## src/rtl/core/wctt_pkg.sv

```systemverilog
// ----------------------------------------------------------------------------
// wctt_pkg
// Shared types and constants for the wrapping compare tick timer.
// ----------------------------------------------------------------------------
package wctt_pkg;

  localparam int COUNT_BITS = 16;
  localparam int OUT_BITS   = 16;
  localparam int CFG_BITS   = 16;
  localparam int DELAY_BITS = 32;

  typedef logic [COUNT_BITS-1:0] cnt_t;

  // Operation codes carried by a request
  typedef enum logic [2:0] {
    OP_TICK      = 3'd0,
    OP_START     = 3'd1,
    OP_ACK       = 3'd2,
    OP_SET_DELAY = 3'd3,
    OP_READ_REM  = 3'd4,
    OP_STOP      = 3'd5
  } op_t;

  // Configuration register indexes
  typedef enum logic [1:0] {
    CFG_PERIOD    = 2'd0,
    CFG_MAX_DELAY = 2'd1,
    CFG_MIN_DELAY = 2'd2,
    CFG_HOST_MGD  = 2'd3
  } cfg_idx_t;

  localparam logic [CFG_BITS-1:0] PERIOD_RST    = 16'd1000;
  localparam logic [CFG_BITS-1:0] MAX_DELAY_RST = 16'hffff;
  localparam logic [CFG_BITS-1:0] MIN_DELAY_RST = 16'd0;

  typedef struct packed {
    logic [CFG_BITS-1:0] period_ticks;
    logic [CFG_BITS-1:0] max_delay;
    logic [CFG_BITS-1:0] min_delay;
    logic                host_managed;
  } cfg_t;

  typedef struct packed {
    logic                event_res;
    logic [OUT_BITS-1:0] remaining;
    logic [OUT_BITS-1:0] count_now;
    logic                match_pending;
  } res_t;

endpackage

```

## src/rtl/core/wctt_core.sv

```systemverilog
// ----------------------------------------------------------------------------
// wctt_core
// Timer state and per-request update; result formed in the same cycle.
// ----------------------------------------------------------------------------
module wctt_core import wctt_pkg::*; (
  input  logic                  clk,
  input  logic                  rst,
  input  logic                  accept,
  input  logic [2:0]            opcode,
  input  logic [DELAY_BITS-1:0] delay_ticks,
  input  cfg_t                  cfg,
  output res_t                  res
);

  cnt_t counter, counter_next;
  cnt_t compare_value, compare_value_next;
  cnt_t next_deadline, next_deadline_next;
  logic running, running_next;
  logic match_irq_enabled, match_irq_enabled_next;
  logic match_flag, match_flag_next;

  cnt_t                counter_inc;
  logic [CFG_BITS-1:0] delay_clamped;

  assign counter_inc   = counter + cnt_t'(1);
  // clamp compares the full 32-bit request against the 16-bit limit
  assign delay_clamped = (delay_ticks > DELAY_BITS'(cfg.max_delay)) ?
                         cfg.max_delay : delay_ticks[CFG_BITS-1:0];

  always_comb begin
    counter_next           = counter;
    compare_value_next     = compare_value;
    next_deadline_next     = next_deadline;
    running_next           = running;
    match_irq_enabled_next = match_irq_enabled;
    match_flag_next        = match_flag;
    res.event_res          = 1'b0;
    res.remaining          = '0;
    case (op_t'(opcode))
      OP_TICK: begin
        if (running) begin
          counter_next = counter_inc;
          if (counter_inc == compare_value) begin
            match_flag_next = 1'b1;
            res.event_res   = match_irq_enabled;
          end
        end
      end
      OP_START: begin
        counter_next           = '0;
        next_deadline_next     = cnt_t'(cfg.period_ticks);
        compare_value_next     = cnt_t'(cfg.period_ticks);
        match_flag_next        = 1'b0;
        match_irq_enabled_next = 1'b1;
        running_next           = 1'b1;
      end
      OP_ACK: begin
        match_flag_next = 1'b0;
        if (!cfg.host_managed) begin
          next_deadline_next = next_deadline + cnt_t'(cfg.period_ticks);
          compare_value_next = next_deadline + cnt_t'(cfg.period_ticks);
        end
      end
      OP_SET_DELAY: begin
        if (delay_clamped > cfg.min_delay) begin
          compare_value_next = counter + cnt_t'(delay_clamped);
        end else begin
          res.event_res = 1'b1;
        end
      end
      OP_READ_REM: begin
        res.remaining = OUT_BITS'(compare_value - counter);
      end
      OP_STOP: begin
        running_next           = 1'b0;
        match_irq_enabled_next = 1'b0;
      end
      default: ;
    endcase
    res.count_now     = OUT_BITS'(counter_next);
    res.match_pending = match_flag_next;
  end

  always_ff @(posedge clk) begin
    if (rst) begin
      counter           <= '0;
      compare_value     <= '0;
      next_deadline     <= '0;
      running           <= 1'b0;
      match_irq_enabled <= 1'b0;
      match_flag        <= 1'b0;
    end else if (accept) begin
      counter           <= counter_next;
      compare_value     <= compare_value_next;
      next_deadline     <= next_deadline_next;
      running           <= running_next;
      match_irq_enabled <= match_irq_enabled_next;
      match_flag        <= match_flag_next;
    end
  end

endmodule

```

## src/rtl/core/wrapping_compare_tick_timer_top.sv

```systemverilog
// ----------------------------------------------------------------------------
// wrapping_compare_tick_timer_top
// 16-bit tick-driven counter with one compare register, one result per request.
// ----------------------------------------------------------------------------
// Each request (opcode plus delay) gives exactly one result, registered in the
// output register or, while that is held, in the skid entry. Requests may come
// back to back, one per clock while op_stall is low: timer state is updated in
// the accepting cycle, so the next request sees it at once. The result side has
// an output register and one skid entry, so a request is still taken while the
// previous result waits; op_stall rises only once both are full. Configuration
// (period, delay limits, host managed) is written through cfg_we/cfg_index/
// cfg_data, by the user only while idle; the block does not enforce this.
// ----------------------------------------------------------------------------
module wrapping_compare_tick_timer_top import wctt_pkg::*; (
  input  logic                  clk,
  input  logic                  rst,
  // request channel
  input  logic                  op_valid,
  output logic                  op_stall,
  input  logic [2:0]            opcode,
  input  logic [DELAY_BITS-1:0] delay_ticks,
  // result channel
  output logic                  res_valid,
  input  logic                  res_stall,
  output logic                  event_res,
  output logic [OUT_BITS-1:0]   remaining,
  output logic [OUT_BITS-1:0]   count_now,
  output logic                  match_pending,
  // configuration
  input  logic                  cfg_we,
  input  logic [1:0]            cfg_index,
  input  logic [CFG_BITS-1:0]   cfg_data
);

  cfg_t cfg;
  res_t res_new;
  res_t res_out;
  res_t skid;
  logic skid_valid;
  logic accept;

  // Config registers
  always_ff @(posedge clk) begin
    if (rst) begin
      cfg.period_ticks <= PERIOD_RST;
      cfg.max_delay    <= MAX_DELAY_RST;
      cfg.min_delay    <= MIN_DELAY_RST;
      cfg.host_managed <= 1'b0;
    end else if (cfg_we) begin
      case (cfg_idx_t'(cfg_index))
        CFG_PERIOD:    cfg.period_ticks <= cfg_data;
        CFG_MAX_DELAY: cfg.max_delay    <= cfg_data;
        CFG_MIN_DELAY: cfg.min_delay    <= cfg_data;
        CFG_HOST_MGD:  cfg.host_managed <= cfg_data[0];
        default: ;
      endcase
    end
  end

  // stall only with the skid entry full; it is registered, no path from res_stall
  assign op_stall = skid_valid;
  assign accept   = op_valid && !op_stall;

  wctt_core u_core (
    .clk         (clk),
    .rst         (rst),
    .accept      (accept),
    .opcode      (opcode),
    .delay_ticks (delay_ticks),
    .cfg         (cfg),
    .res         (res_new)
  );

  // Output register plus skid entry (two-deep queue, oldest at the output)
  always_ff @(posedge clk) begin
    if (rst) begin
      res_valid  <= 1'b0;
      skid_valid <= 1'b0;
    end else if (!res_valid || !res_stall) begin
      if (skid_valid) begin
        // no accept possible here: op_stall is high
        res_valid  <= 1'b1;
        skid_valid <= 1'b0;
      end else begin
        res_valid <= accept;
      end
    end else if (accept) begin
      skid_valid <= 1'b1;
    end
  end

  always_ff @(posedge clk) begin
    if (!res_valid || !res_stall) begin
      if (skid_valid) begin
        res_out <= skid;
      end else if (accept) begin
        res_out <= res_new;
      end
    end else if (accept) begin
      skid <= res_new;
    end
  end

  assign event_res     = res_out.event_res;
  assign remaining     = res_out.remaining;
  assign count_now     = res_out.count_now;
  assign match_pending = res_out.match_pending;

  // Skid entry only ever holds a result behind a waiting one
  a_skid_behind_out: assert property (@(posedge clk) disable iff (rst)
    skid_valid |-> res_valid)
    else $error("skid entry full with output register empty");

  // A request taken while the output is held must land in the skid entry
  a_skid_fill: assert property (@(posedge clk) disable iff (rst)
    (accept && res_valid && res_stall) |=> (skid_valid && res_valid))
    else $error("request lost while output held");

  // An accepted request always leaves res_valid high next cycle, at the output or behind it in the skid entry
  a_result_follows: assert property (@(posedge clk) disable iff (rst)
    accept |=> res_valid)
    else $error("accepted request produced no result");

endmodule
```

## config.mk

```make
export PLATFORM = sky130hd
export DESIGN_NAME = wrapping_compare_tick_timer_top
export DESIGN_NICKNAME = d
export VERILOG_FILES = /design/src/rtl/core/wctt_pkg.sv /design/src/rtl/core/wctt_core.sv /design/src/rtl/core/wrapping_compare_tick_timer_top.sv
export SDC_FILE = /design/constraint.sdc
export NUM_CORES = 1
export LEC_CHECK = 0
export BUFFER_PORTS_ARGS = -buffer_cell sky130_fd_sc_hd__clkbuf_2
export CORE_MARGIN = 2
export CORE_UTILIZATION = 45
export CTS_BUF_LIST = sky130_fd_sc_hd__clkbuf_8
export DETAILED_ROUTE_END_ITERATION = 10
export PLACE_DENSITY = 0.73
export SLEW_MARGIN = 10
export SYNTH_ARGS = -nofsm -noshare
export SYNTH_HDL_FRONTEND = slang
export SYNTH_HIERARCHICAL = 1
export SYNTH_SLANG_ARGS = --single-unit
```

## constraint.sdc

```tcl
create_clock -name clk -period 15.75 [get_ports clk]
set_input_delay 3.15 -clock clk [delete_from_list [all_inputs] [get_ports clk]]
set_output_delay 3.15 -clock clk [all_outputs]
set_load 0.02 [all_outputs]
```

# ---- Word level (Yosys, flattened, before mapping)
# Cells that the tools add are included.
dict set report totals {
  register_bits 169
}
dict set report classes {
  mux 19
  n_eq_ne 11
  n_lt_le_gt_ge 2
  reduce_logical 22
  n_addsub 4
  bitwise 1
}
# op n
set ops {}
lappend ops {{16-bit 2-to-1 mux} 5}
lappend ops {{34-bit 2-to-1 mux} 2}
lappend ops {{16-bit one-hot mux with 2 select lines} 2}
lappend ops {{16-bit one-hot mux with 3 select lines} 1}
lappend ops {{16-bit adder} 2}
lappend ops {{32-bit by 16-bit > comparator with 1-bit output} 1}
lappend ops {{16-bit by 1-bit adder with 16-bit output (second input constant)} 1}
lappend ops {{16-bit == test} 1}
lappend ops {{16-bit > comparator} 1}
lappend ops {{16-bit subtractor} 1}
lappend ops {{2-bit AND reduction} 7}
lappend ops {{3-bit by 2-bit == test with 1-bit output (second input constant)} 2}
lappend ops {{3-bit == test (second input constant)} 2}
lappend ops {{1-bit 2-to-1 mux} 6}
lappend ops {{1-bit one-hot mux with 2 select lines} 3}
lappend ops {{2-bit nonzero test} 3}
lappend ops {{2-bit == test (second input constant)} 2}
lappend ops {{4-bit AND reduction} 1}
lappend ops {{2-bit OR reduction} 2}
lappend ops {{3-bit by 1-bit == test with 1-bit output (second input constant)} 1}
lappend ops {{1-bit logical NOT} 3}
lappend ops {{3-bit logical NOT} 1}
lappend ops {{3-bit AND reduction} 1}
lappend ops {{3-bit nonzero test} 1}
lappend ops {{other kinds (7)} 7}

# ---- Longest topological paths before layout
# Gate-level depths: netlist of run 1.
dict set report depth {
  word_depth 7
  depth_mapped 22
  ltp_nobuf 18
}

# ---- Hierarchy
# The synthesis of run 1 kept the hierarchy.
# mod area_per_inst_um2 seq_area_each_um2 instances cells_each
set by_module_without_submodules {}
lappend by_module_without_submodules {wctt_core 6299.8 1001.0 1 851}
lappend by_module_without_submodules {wrapping_compare_tick_timer_top 4528.1 3062.9 1 313}

# ---- Worst setup path after synthesis of run 1
# Ideal clock, no wire load.
dict set report synth_timing {
  path_kind {in2reg}
  from {input delay_ticks[11]}
  to {register u_core.compare_value[15]}
  arrival_ps 7191
  stages 17
  setup_slack_ps 8480
  required_ps 15671
  setup_ps 79
  path_buffers 2
  cell_sequence {ha_1 > nand4_1 > or4_1 > a21oi_1 > o32a_1 > buf_6 > clkbuf_1 > mux2_2 > ha_1 > a211oi_1 > a21oi_1 > o211ai_1 > a31oi_1 > and3_1 > or4_1 > mux2_4 > a211oi_2}
}
dict set report synth_via {
  elab_chain_cells 5
}
# item line_no
set synth_lines {}
lappend synth_lines {{start: declaration} wrapping_compare_tick_timer_top.sv:21} ;# input logic [DELAY_BITS-1:0] delay_ticks,
lappend synth_lines {{32-bit by 16-bit > comparator with 1-bit output} wctt_core.sv:27} ;# assign delay_clamped = (delay_ticks > DELAY_BITS'(cfg.max_delay)) ?
lappend synth_lines {{16-bit 2-to-1 mux *} wctt_core.sv:27}
lappend synth_lines {{16-bit adder / 16-bit > comparator (equally long branches)} {wctt_core.sv:66, wctt_core.sv:65}}
lappend synth_lines {{16-bit 2-to-1 mux / 2-bit by 1-bit != test with 1-bit output (equally long branches)} -}
lappend synth_lines {{16-bit one-hot mux with 3 select lines / 4-bit AND reduction (equally long branches)} -}
lappend synth_lines {{end signal: assignment} wctt_core.sv:94} ;# compare_value <= compare_value_next;
lappend synth_lines {{end: declaration} wctt_core.sv:16} ;# cnt_t compare_value, compare_value_next;
# Mark *: on every way between the ends. The rest lies on a longest branch, timed or not. The select of a mux whose other input is x is not followed.
# A chain may end at the register's enable or synchronous reset.

# ---- Worst setup path in the final report of run 1
# Same ends and word-level chain as after synthesis.

==> run_results.csv, run 1 <==
group,metric,value,unit
timing,setup_tns,0,ps
hold_path,hp-class,"flop to flop",
pwr,power.total,990,uW
logic_synthesis,yosysUniqueCellTypes,68,
detailed_routing,drt-wirelength-per-cell,17.6,um
pwr,netSwitchingFraction,0.302,
layout,layout_commonest_cell,"nor2_1",
detailed_routing,first_pass_iters,6,
logic_synthesis,synth_edf_count,68,
clock_network,root_buffer,"clkbuf_8",
clock_network,cts.path.max_buffers,2,
clock_network,cts_resized,0,
worst_setup_path,crit_path_start_kind,"input pin",
grt,grt-ovfl-total,0,
clock_network,ctsHtreeMaxLevel,4,
floorplan,dieWidth,159,um
layout,fin_util,0.504,
pwr,powerDensity,83.5,nW/um^2
logic_synthesis,syn-cell-area,10800,sq um
placement,place_area,11500,sq um
detailed_routing,drtIter0Drc,742,
detailed_routing,antenna_left,0,
detailed_routing,vias,8946,
pwr,net-switching-power,299,uW
floorplan,fp.dieH,159,um
logic_synthesis,async_flop_share,0,
outcome,status,"completed",
floorplan,fp.coreArea,23500,sq um
grt,grt_start_max_net_pins,74,
hold_path,hold_depth,2,
layout,drive_gt1_frac,0.161,
timing,fin_crit_sh,0.485,
grt,grt_pass1_vias,8374,
worst_setup_path,criticalPathCategory,"input pin to flop",
clock_network,ctsHoldBuffers,0,
worst_setup_path,timing.rr.start,"cfg[28]$_SDFFE_PP1P_",
logic_synthesis,ys.flop_type,"dfxtp_1",
logic_synthesis,syn-num-nets,1304,
timing,min_period,7640,ps
layout,final_nets,1358,
logic_synthesis,synth_sequential_area_ratio,0.375,
logic_synthesis,synthAdderAreaFrac,0.0968,
grt,grt_antenna_before_repair,0,
detailed_routing,routed_wl,27200,um
run,maxCapViolCount,0,
pwr,ir_drop,55.0,uV
floorplan,start_util,0.460,
floorplan,ios,94,
worst_setup_path,endpoint_kind,"flop",
timing,rsz0062_at_grt,"false",
pwr,power.leakage,0.00480,uW
clock_network,clk_pin_slew,90,ps
clock_network,post-cts-setup-buffers,0,
worst_setup_path,worstPathRequired,16140,ps
layout,synthToLayoutAreaGrowth,9.53,%
clock_network,numCtsBuffers,17,
floorplan,rows,56,
logic_synthesis,synth_xor_area_frac,0.0453,
logic_synthesis,synth.avg_cell_area,9.30,sq um
hold_path,hold_path_end,"u_core/next_deadline[13]$_SDFFE_PP0P_",
logic_synthesis,synth_compound_area_frac,0.148,
grt,grtUsageTotal,0.213,
detailed_routing,drc,0,
layout,layout_common_cells,"nor2_1, dfxtp_1, clkbuf_2, ha_1, mux2i_1",
logic_synthesis,synthSimpleGateAreaFrac,0.168,
placement,hpwl,20600,um
worst_setup_path,reg2reg_to,"u_core/compare_value[15]$_SDFFE_PP0P_",
worst_setup_path,arrival,8030,ps
placement,place_congestion,0.932,
floorplan,die_area,25300,sq um
pwr,combPwrFrac,0.180,
logic_synthesis,synth_mux_area_frac,0.119,
timing,timing.final.hold_violations,0,
timing,fmax,131,MHz
logic_synthesis,ys_seq_elements,169,
timing,slew_violations,0,
timing,tightest_slew,1030,ps
grt,grt_pass1_wl,43500,um
worst_setup_path,rrSetupSlack,10420,ps
pwr,internal_power,691,uW
layout,fill_cells,2185,
logic_synthesis,synth_top_family_by_area,"simple AND/OR/NAND/NOR gates",
layout,antenna_cells,0,
timing,setup_viol,0,
clock_network,clk_latency,480,ps
clock_network,clock_sink_count,169,
detailed_routing,viasPerCell,5.77,
clock_network,tritoncts,"done",
layout,postLayoutCellArea,11900,sq um
timing,fin_worst_skew,20.6,ps
worst_setup_path,reg2regPathDepth,16,
pwr,pwr-share-seq,0.493,
pwr,p_clk_frac,0.327,
logic_synthesis,yosysWarningCount,6,
worst_setup_path,cp_max_fo,17,
timing,relSlewSlack,0.309,
hold_path,min_from,"u_core/next_deadline[13]$_SDFFE_PP0P_",
logic_synthesis,netlist_instances,1164,
placement,portBuffers,93,
==> worst max-delay path by stage <==
stage | start | endpoint | slack (ps) | depth (start not counted)
after floorplan | delay_ticks[11] | u_core/compare_value[15]$_SDFFE_PP0P_ | 8480 | 17
after global placement | delay_ticks[11] | u_core/compare_value[15]$_SDFFE_PP0P_ | 7770 | 16
after detailed placement | delay_ticks[11] | u_core/compare_value[15]$_SDFFE_PP0P_ | 7580 | 16
after CTS | delay_ticks[11] | u_core/compare_value[15]$_SDFFE_PP0P_ | 8060 | 16
after global routing | delay_ticks[11] | u_core/compare_value[14]$_SDFFE_PP0P_ | 7820 | 18
final | delay_ticks[11] | u_core/compare_value[15]$_SDFFE_PP0P_ | 8110 | 16
==> power groups by stage <==
stage               clock, uW  combinational, uW  sequential (uW)
global placement            0                172              497
floorplan                   0                124              500
detailed placement          0                175              498
CTS                       326                176              487
global route              343                196              490
finish                    324                179              488
==> kinds of logic (layout without fill, tap and decap cells) <==
kind of cell             after synthesis  count (layout)
AO/OA/AOI/OAI                        245             245
XOR/XNOR                              56              56
adder cells (fa/ha/maj)               82              82
buffers and inverters                122             189
flip-flops                           169             169
multiplexers                         122             122
AND/OR/NAND/NOR                      368             368
==> worst max-delay path, cell delays in order <==
cell      delay, ps
clkbuf_2         90
ha_1            310
nand4_1         130
or4_1           510
a21oi_1         180
o32a_1          740
mux2_2          440
ha_1            320
o21ai_0         400
a21oi_1         160
o211ai_1        280
a31oi_1         170
and3_1          220
or4_1           460
mux2_4          290
a211oi_2        170
==> state kept, by name, summed over array words and instances, names as in the netlist <==
signal	count
remaining	16
count_now	16
u_core/counter	16
op_stall	1
u_core/match_irq_enabled	1
cfg	49
u_core/next_deadline	16
skid	34
match_pending	1
u_core/match_flag	1
u_core/compare_value	16
event_res	1
res_valid	1
==> cells in the mapped netlist, types with 33 or more instances <==
cell type,n,share of area
o21ai_0,51,0.024
mux2i_1,72,0.067
mux2_2,48,0.050
nand2_1,69,0.024
nor2_1,129,0.045
clkbuf_1,40,0.014
inv_1,59,0.020
a21oi_1,69,0.032
edfxtp_1,68,0.19
dfxtp_1,101,0.19
xnor2_1,33,0.027
nand2b_1,57,0.033
ha_1,79,0.091
==> stage by stage <==
stage               setup slack, ps  std cells  hold slack [ps]
global route                   7820       1550              471
finish                         8110       1550              468
floorplan                      8480       1164              436
CTS                            8060       1550              467
global placement               7770       1518              447
detailed placement             7580       1518              453
==> per-layer routing <==
| layer | part of all wire | routed length (um) | global-route usage | vias to the layer above |
|---|---|---|---|---|
| met1 | 0.44 | 12000 | 0.278 | 4262 |
| met2 | 0.47 | 12700 | 0.350 | 313 |
| li1 | - | - | - | 4315 |
| met4 | 0.027 | 727 | 0.0789 | 0 |
| met5 | 0 | 0 | 0 | - |
| met3 | 0.065 | 1770 | 0.0404 | 56 |
==> area by class of cell <==
cell class                 instances  area (sq um)  share of cell area
multi-input combinational        873          6270               0.529
sequential                       169          4060               0.343
timing repair buffer              98           505              0.0426
tap                              319           399              0.0337
clock buffer                      17           234              0.0197
inverter                          59           221              0.0187
clock inverter                    15           164              0.0138
Power figures use the tool's default switching activity.
==> run 2, diff against run 1 <==
==> constraint.sdc (replaced) <==
create_clock -name clk -period 7.2 [get_ports clk]
set_input_delay 1.44 -clock clk [delete_from_list [all_inputs] [get_ports clk]]
set_output_delay 1.44 -clock clk [all_outputs]
set_load 0.02 [all_outputs]
==> run 2 against run 1 <==
- power up 120%
- die area stayed put
- register-to-register slack worse by 8400 ps
==> run_results.csv, run 2 (synthesis gave the netlist of run 1 again) <==
group,metric,value,unit
layout,drive_gt1_frac,0.162,
grt,grtUsageTotal,0.218,
worst_setup_path,reg2regPathDepth,17,
timing,timing.final.hold_violations,0,
clock_network,clk_latency,470,ps
timing,min_period,5800,ps
grt,grt-ovfl-total,0,
placement,portBuffers,93,
layout,final_cells,1552,
detailed_routing,vias,8936,
detailed_routing,routed_wl,27500,um
clock_network,ctsHoldBuffers,0,
grt,grt_start_max_net_pins,94,
floorplan,fp.coreArea,23500,sq um
detailed_routing,drtIter0Drc,833,
detailed_routing,drt-wirelength-per-cell,17.7,um
run,maxCapViolCount,0,
clock_network,tritoncts,"done",
layout,fin_util,0.504,
layout,largest-register,"cfg",
worst_setup_path,arrival,6170,ps
outcome,status,"completed",
floorplan,start_util,0.460,
grt,grt_use_met1,0.285,
floorplan,dieWidth,159,um
grt,grt_antenna_before_repair,0,
timing,hold_ws,461,ps
timing,tightest_slew,1130,ps
placement,place_congestion,0.972,
layout,multi_input_area,6260,sq um
detailed_routing,drc,0,
worst_setup_path,rrSetupSlack,2000,ps
layout,largest_reg_flops,49,
worst_setup_path,cp_slowest_cell,"o32a_1",
worst_setup_path,worstPathRequired,7570,ps
worst_setup_path,cpPeakStageDelay,710,ps
layout,layout_common_cells,"nor2_1, dfxtp_1, clkbuf_2, ha_1, mux2i_1",
clock_network,root_buffer,"clkbuf_8",
layout,fill_cells,2199,
hold_path,hp-class,"flop to flop",
detailed_routing,viasPerCell,5.76,
grt,grt_use_met3,0.0445,
layout,synthToLayoutAreaGrowth,9.66,%
detailed_routing,antenna_left,0,
layout,antenna_cells,0,
timing,relSlewSlack,0.247,
clock_network,clock_sink_count,169,
layout,layout_commonest_cell,"nor2_1",
worst_setup_path,crit_family,"compound AO/OA/AOI/OAI gates",
clock_network,ctsHtreeMaxLevel,4,
grt,grt_pass1_vias,8563,
timing,fin_crit_sh,0.806,
grt,grt_use_met2,0.368,
hold_path,hold_path_end,"u_core/next_deadline[2]$_SDFFE_PP0P_",
worst_setup_path,criticalPathCategory,"input pin to flop",
layout,final_nets,1360,
clock_network,clk_pin_slew,90,ps
pwr,power.leakage,0.00481,uW
layout,seqCellArea,4060,sq um
clock_network,post-cts-setup-buffers,0,
worst_setup_path,cp_cell_sequence,"clkbuf_2 > ha_1 > nand4_1 > or4_1 > a21oi_1 > o32a_1 > mux2_2 > ha_1 > nand4_1 > nor2_1 > nand3_1 > o311ai_0 > nor2_1 > a21oi_2 > buf_4 > o21ai_0 > a311oi_1",
pwr,ir_drop,116,uV
timing,rsz0062_at_grt,"false",
worst_setup_path,reg2reg_to,"u_core/compare_value[14]$_SDFFE_PP0P_",
clock_network,cts_resized,0,
floorplan,ios,94,
timing,fin_worst_skew,17.9,ps
layout,reg_top3,"cfg: 49 flops, skid: 34 flops",
worst_setup_path,crit_path_start_kind,"input pin",
worst_setup_path,timing.rr.start,"cfg[28]$_SDFFE_PP1P_",
worst_setup_path,cp_max_fo,17,
hold_path,hold_depth,2,
floorplan,rows,56,
pwr,powerDensity,182,nW/um^2
detailed_routing,first_pass_iters,5,
hold_path,min_from,"u_core/next_deadline[2]$_SDFFE_PP0P_",
placement,hpwl,20600,um
clock_network,numCtsBuffers,17,
placement,placed_cells,1520,
clock_network,cts.path.max_buffers,2,
timing,slew_violations,0,
timing,setup_tns,0,ps
timing,setup_viol,0,
floorplan,fp.dieH,159,um
worst_setup_path,worstSetupStartpoint,"delay_ticks[11]",
worst_setup_path,cp_num_buf_inv,2,
timing,fmax,172,MHz
grt,top_usage_layer,"met2",
worst_setup_path,endpoint_kind,"flop",
grt,grt_pass1_wl,44600,um
floorplan,die_area,25300,sq um
## run 2: stage by stage
| stage | instance area [sq um] | worst slack, ps | total power (uW) |
|---|---|---|---|
| 3_5_place_dp | 11500 | 1000 | 1480 |
| 4_1_cts | 11900 | 1510 | 2170 |
| 3_3_place_gp | 11500 | 1110 | 1470 |
| 5_1_grt | 11900 | 1060 | 2260 |
| 6_report | 11900 | 1400 | 2160 |
| 2_1_floorplan | 10800 | 1640 | 1370 |
## run 2: cell type report
| type | instances | area share |
|---|---|---|
| Clock buffer | 17 | 0.0197 |
| Tap cell | 319 | 0.0336 |
| Timing Repair Buffer | 100 | 0.0438 |
| Sequential cell | 169 | 0.342 |
| Multi-Input combinational cell | 873 | 0.528 |
| Inverter | 59 | 0.0187 |
| Clock inverter | 15 | 0.0143 |
## run 2: worst min-delay path: stages (launching register included)
cell and delay (ps):
dfxtp_1 320, nand2_1 50, a21oi_1 50
## run 2: power by group
group | total [uW] | switching [uW] | internal [uW] | leakage (uW)
registers | 1070 | 32.6 | 1040 | 0.00148
logic | 392 | 231 | 161 | 0.00312
clock network | 699 | 406 | 293 | 0.000204
## run 2: routing by layer
metal / routed length, um / share of wire
met1: 12300 / 0.45
met2: 13100 / 0.48
met3: 1770 / 0.064
met4: 413 / 0.015
met5: 0 / 0
## run 2: how the worst max path moves through the flow
stage / endpoint / slack, ps / cells past startpoint
2_1_floorplan: u_core/compare_value[15]$_SDFFE_PP0P_ / 1640 / 17
4_1_cts: u_core/compare_value[14]$_SDFFE_PP0P_ / 1510 / 17
6_report: u_core/compare_value[14]$_SDFFE_PP0P_ / 1400 / 17
5_1_grt: u_core/compare_value[12]$_SDFFE_PP0P_ / 1060 / 18
3_5_place_dp: u_core/compare_value[15]$_SDFFE_PP0P_ / 1000 / 17
3_3_place_gp: u_core/compare_value[12]$_SDFFE_PP0P_ / 1110 / 16
==> run 3, diff against run 2 <==
--- a/config.mk
+++ b/config.mk
@@ -10,7 +10,7 @@
 export CORE_UTILIZATION = 45
 export CTS_BUF_LIST = sky130_fd_sc_hd__clkbuf_8
 export DETAILED_ROUTE_END_ITERATION = 10
-export PLACE_DENSITY = 0.73
+export PLACE_DENSITY = 0.75
 export SLEW_MARGIN = 10
 export SYNTH_ARGS = -nofsm -noshare
 export SYNTH_HDL_FRONTEND = slang
==> constraint.sdc (replaced) <==
create_clock -name clk -period 5 [get_ports clk]
set_input_delay 1 -clock clk [delete_from_list [all_inputs] [get_ports clk]]
set_output_delay 1 -clock clk [all_outputs]
set_load 0.02 [all_outputs]
==> run 3 against run 2 <==
- combinational power increased by 55%
- sequential cell count unchanged
- worst hold slack improved by 4.3 ps
- utilization increased by 1.9 points
- highest routed layer unchanged
==> run_results.csv, run 3 (synthesis gave the netlist of run 1 again) <==
group,metric,value,unit
floorplan,start_util,0.460,
grt,grt_pass1_wl,44800,um
floorplan,fp.coreArea,23500,sq um
worst_setup_path,rrSetupSlack,390,ps
hold_path,min_from,"u_core/next_deadline[13]$_SDFFE_PP0P_",
placement,placed_cells,1582,
pwr,power.total,3090,uW
worst_setup_path,endpoint_kind,"flop",
worst_setup_path,worstSetupStartpoint,"delay_ticks[11]",
timing,rsz0062_at_grt,"false",
hold_path,hold_path_end,"u_core/next_deadline[13]$_SDFFE_PP0P_",
clock_network,ctsHtreeMaxLevel,4,
pwr,power.leakage,0.00508,uW
worst_setup_path,criticalPathCategory,"input pin to flop",
grt,grt_pass1_vias,8669,
layout,postLayoutCellArea,12300,sq um
layout,drive_gt1_frac,0.204,
detailed_routing,drt-wirelength-per-cell,17.3,um
placement,place_congestion,0.977,
clock_network,post-cts-setup-buffers,0,
detailed_routing,drc,0,
timing,slew_violations,0,
layout,reg_top3,"cfg: 49 flops, skid: 34 flops",
detailed_routing,first_pass_iters,5,
grt,grt_antenna_before_repair,1,
hold_path,hold_depth,2,
pwr,powerDensity,251,nW/um^2
floorplan,rows,56,
layout,largest_reg_flops,49,
layout,largest-register,"cfg",
timing,fmax,212,MHz
clock_network,root_buffer,"clkbuf_8",
timing,min_period,4720,ps
floorplan,fp.dieH,159,um
timing,tightest_slew,1100,ps
detailed_routing,viasPerCell,5.62,
worst_setup_path,crit_path_start_kind,"input pin",
timing,fin_worst_skew,20.5,ps
timing,timing.final.ws_setup,283,ps
layout,synthToLayoutAreaGrowth,13.8,%
grt,grt_start_max_net_pins,52,
detailed_routing,antenna_left,0,
clock_network,tritoncts,"done",
outcome,status,"completed",
run,maxCapViolCount,0,
floorplan,dieWidth,159,um
grt,grt-ovfl-total,0,
clock_network,numCtsBuffers,17,
worst_setup_path,reg2regPathDepth,19,
clock_network,clk_pin_slew,100,ps
worst_setup_path,arrival,5110,ps
worst_setup_path,worstPathRequired,5390,ps
placement,portBuffers,93,
floorplan,die_area,25300,sq um
detailed_routing,drtIter0Drc,874,
clock_network,clock_sink_count,169,
timing,relSlewSlack,0.265,
floorplan,ios,94,
timing,fin_crit_sh,0.943,
worst_setup_path,reg2reg_to,"u_core/compare_value[14]$_SDFFE_PP0P_",
timing,setup_viol,0,
placement,place_area,12000,sq um
layout,final_cells,1615,
layout,layout_commonest_cell,"nor2_1",
layout,final_nets,1422,
detailed_routing,routed_wl,28000,um
placement,post-place-ws,-330,ps
grt,grtUsageTotal,0.220,
clock_network,clk_latency,480,ps
hold_path,hp-class,"flop to flop",
layout,layout_common_cells,"nor2_1, dfxtp_1, clkbuf_2, ha_1, mux2i_1",
worst_setup_path,cp_max_fo,19,
placement,hpwl,21500,um
worst_setup_path,timing.rr.start,"cfg[27]$_SDFFE_PP1P_",
detailed_routing,vias,9072,
pwr,ir_drop,146,uV
timing,timing.final.hold_violations,0,
clock_network,cts.path.max_buffers,2,
## run 3: changes by cell type in the layout (fill, tap and decap cells not counted), sizes merged
cell	before	now
clkinvlp	2	5
buf	8	70
clkinv	3	1
bufinv	1	0
diode	0	1
## run 3: cell type report
cell class / count / area, sq um
flip-flops and latches: 169 / 4060
inverters: 59 / 221
repair buffers: 162 / 998
clock inverters: 15 / 130
multi-input cells: 873 / 6270
fillers: 2178 / 11200
clock buffers: 17 / 234
diodes: 1 / 2.50
well taps: 319 / 399
## run 3: critical path: stages
cell and delay, ps:
clkbuf_2 100, ha_1 290, nand4_1 140, or4_1 510, or2_1 240, o32a_2 290, buf_4 170, buf_4 160
mux2_2 290, ha_1 310, a211oi_1 230, o21bai_1 120, a211oi_1 260, o21ai_0 140, nor2_1 220, a21oi_2 120
buf_12 180, and3_1 160, a311oi_1 190
## run 3: worst max path at each step
stage,to,slack (ps),depth (start not counted)
final,u_core/compare_value[14]$_SDFFE_PP0P_,280,19
after CTS,u_core/compare_value[2]$_SDFFE_PP0P_,180,19
after global placement,u_core/compare_value[15]$_SDFFE_PP0P_,-210,17
after detailed placement,u_core/compare_value[14]$_SDFFE_PP0P_,-330,19
after floorplan,u_core/compare_value[15]$_SDFFE_PP0P_,-20,17
after global routing,u_core/compare_value[2]$_SDFFE_PP0P_,10,19
## run 3: what timing repair did
item	in CTS	in global routing
gates resized for setup	0	2
setup endpoints to repair	0	18
hold buffers	0	0
## run 3: power breakdown
group	leakage, uW	internal (uW)	switching (uW)
combinational	0.00342	264	343
clock	0.000171	362	585
sequential	0.00148	1490	46.3
## run 3: routing by layer
| layer | vias to the layer above | share of wire | track usage |
|---|---|---|---|
| met5 | - | 0 | 0 |
| met4 | 0 | 0.022 | 0.0711 |
| met3 | 50 | 0.068 | 0.0458 |
| met2 | 300 | 0.46 | 0.357 |
| met1 | 4275 | 0.45 | 0.295 |
| li1 | 4447 | - | - |
## run 3: stage by stage
step	util	setup TNS [ps]	hold slack, ps
floorplan	-	-22.5	436
global placement	0.508	-2190	444
detailed placement	0.508	-4440	454
CTS	0.523	0	468
global route	0.523	0	484
finish	0.523	0	466
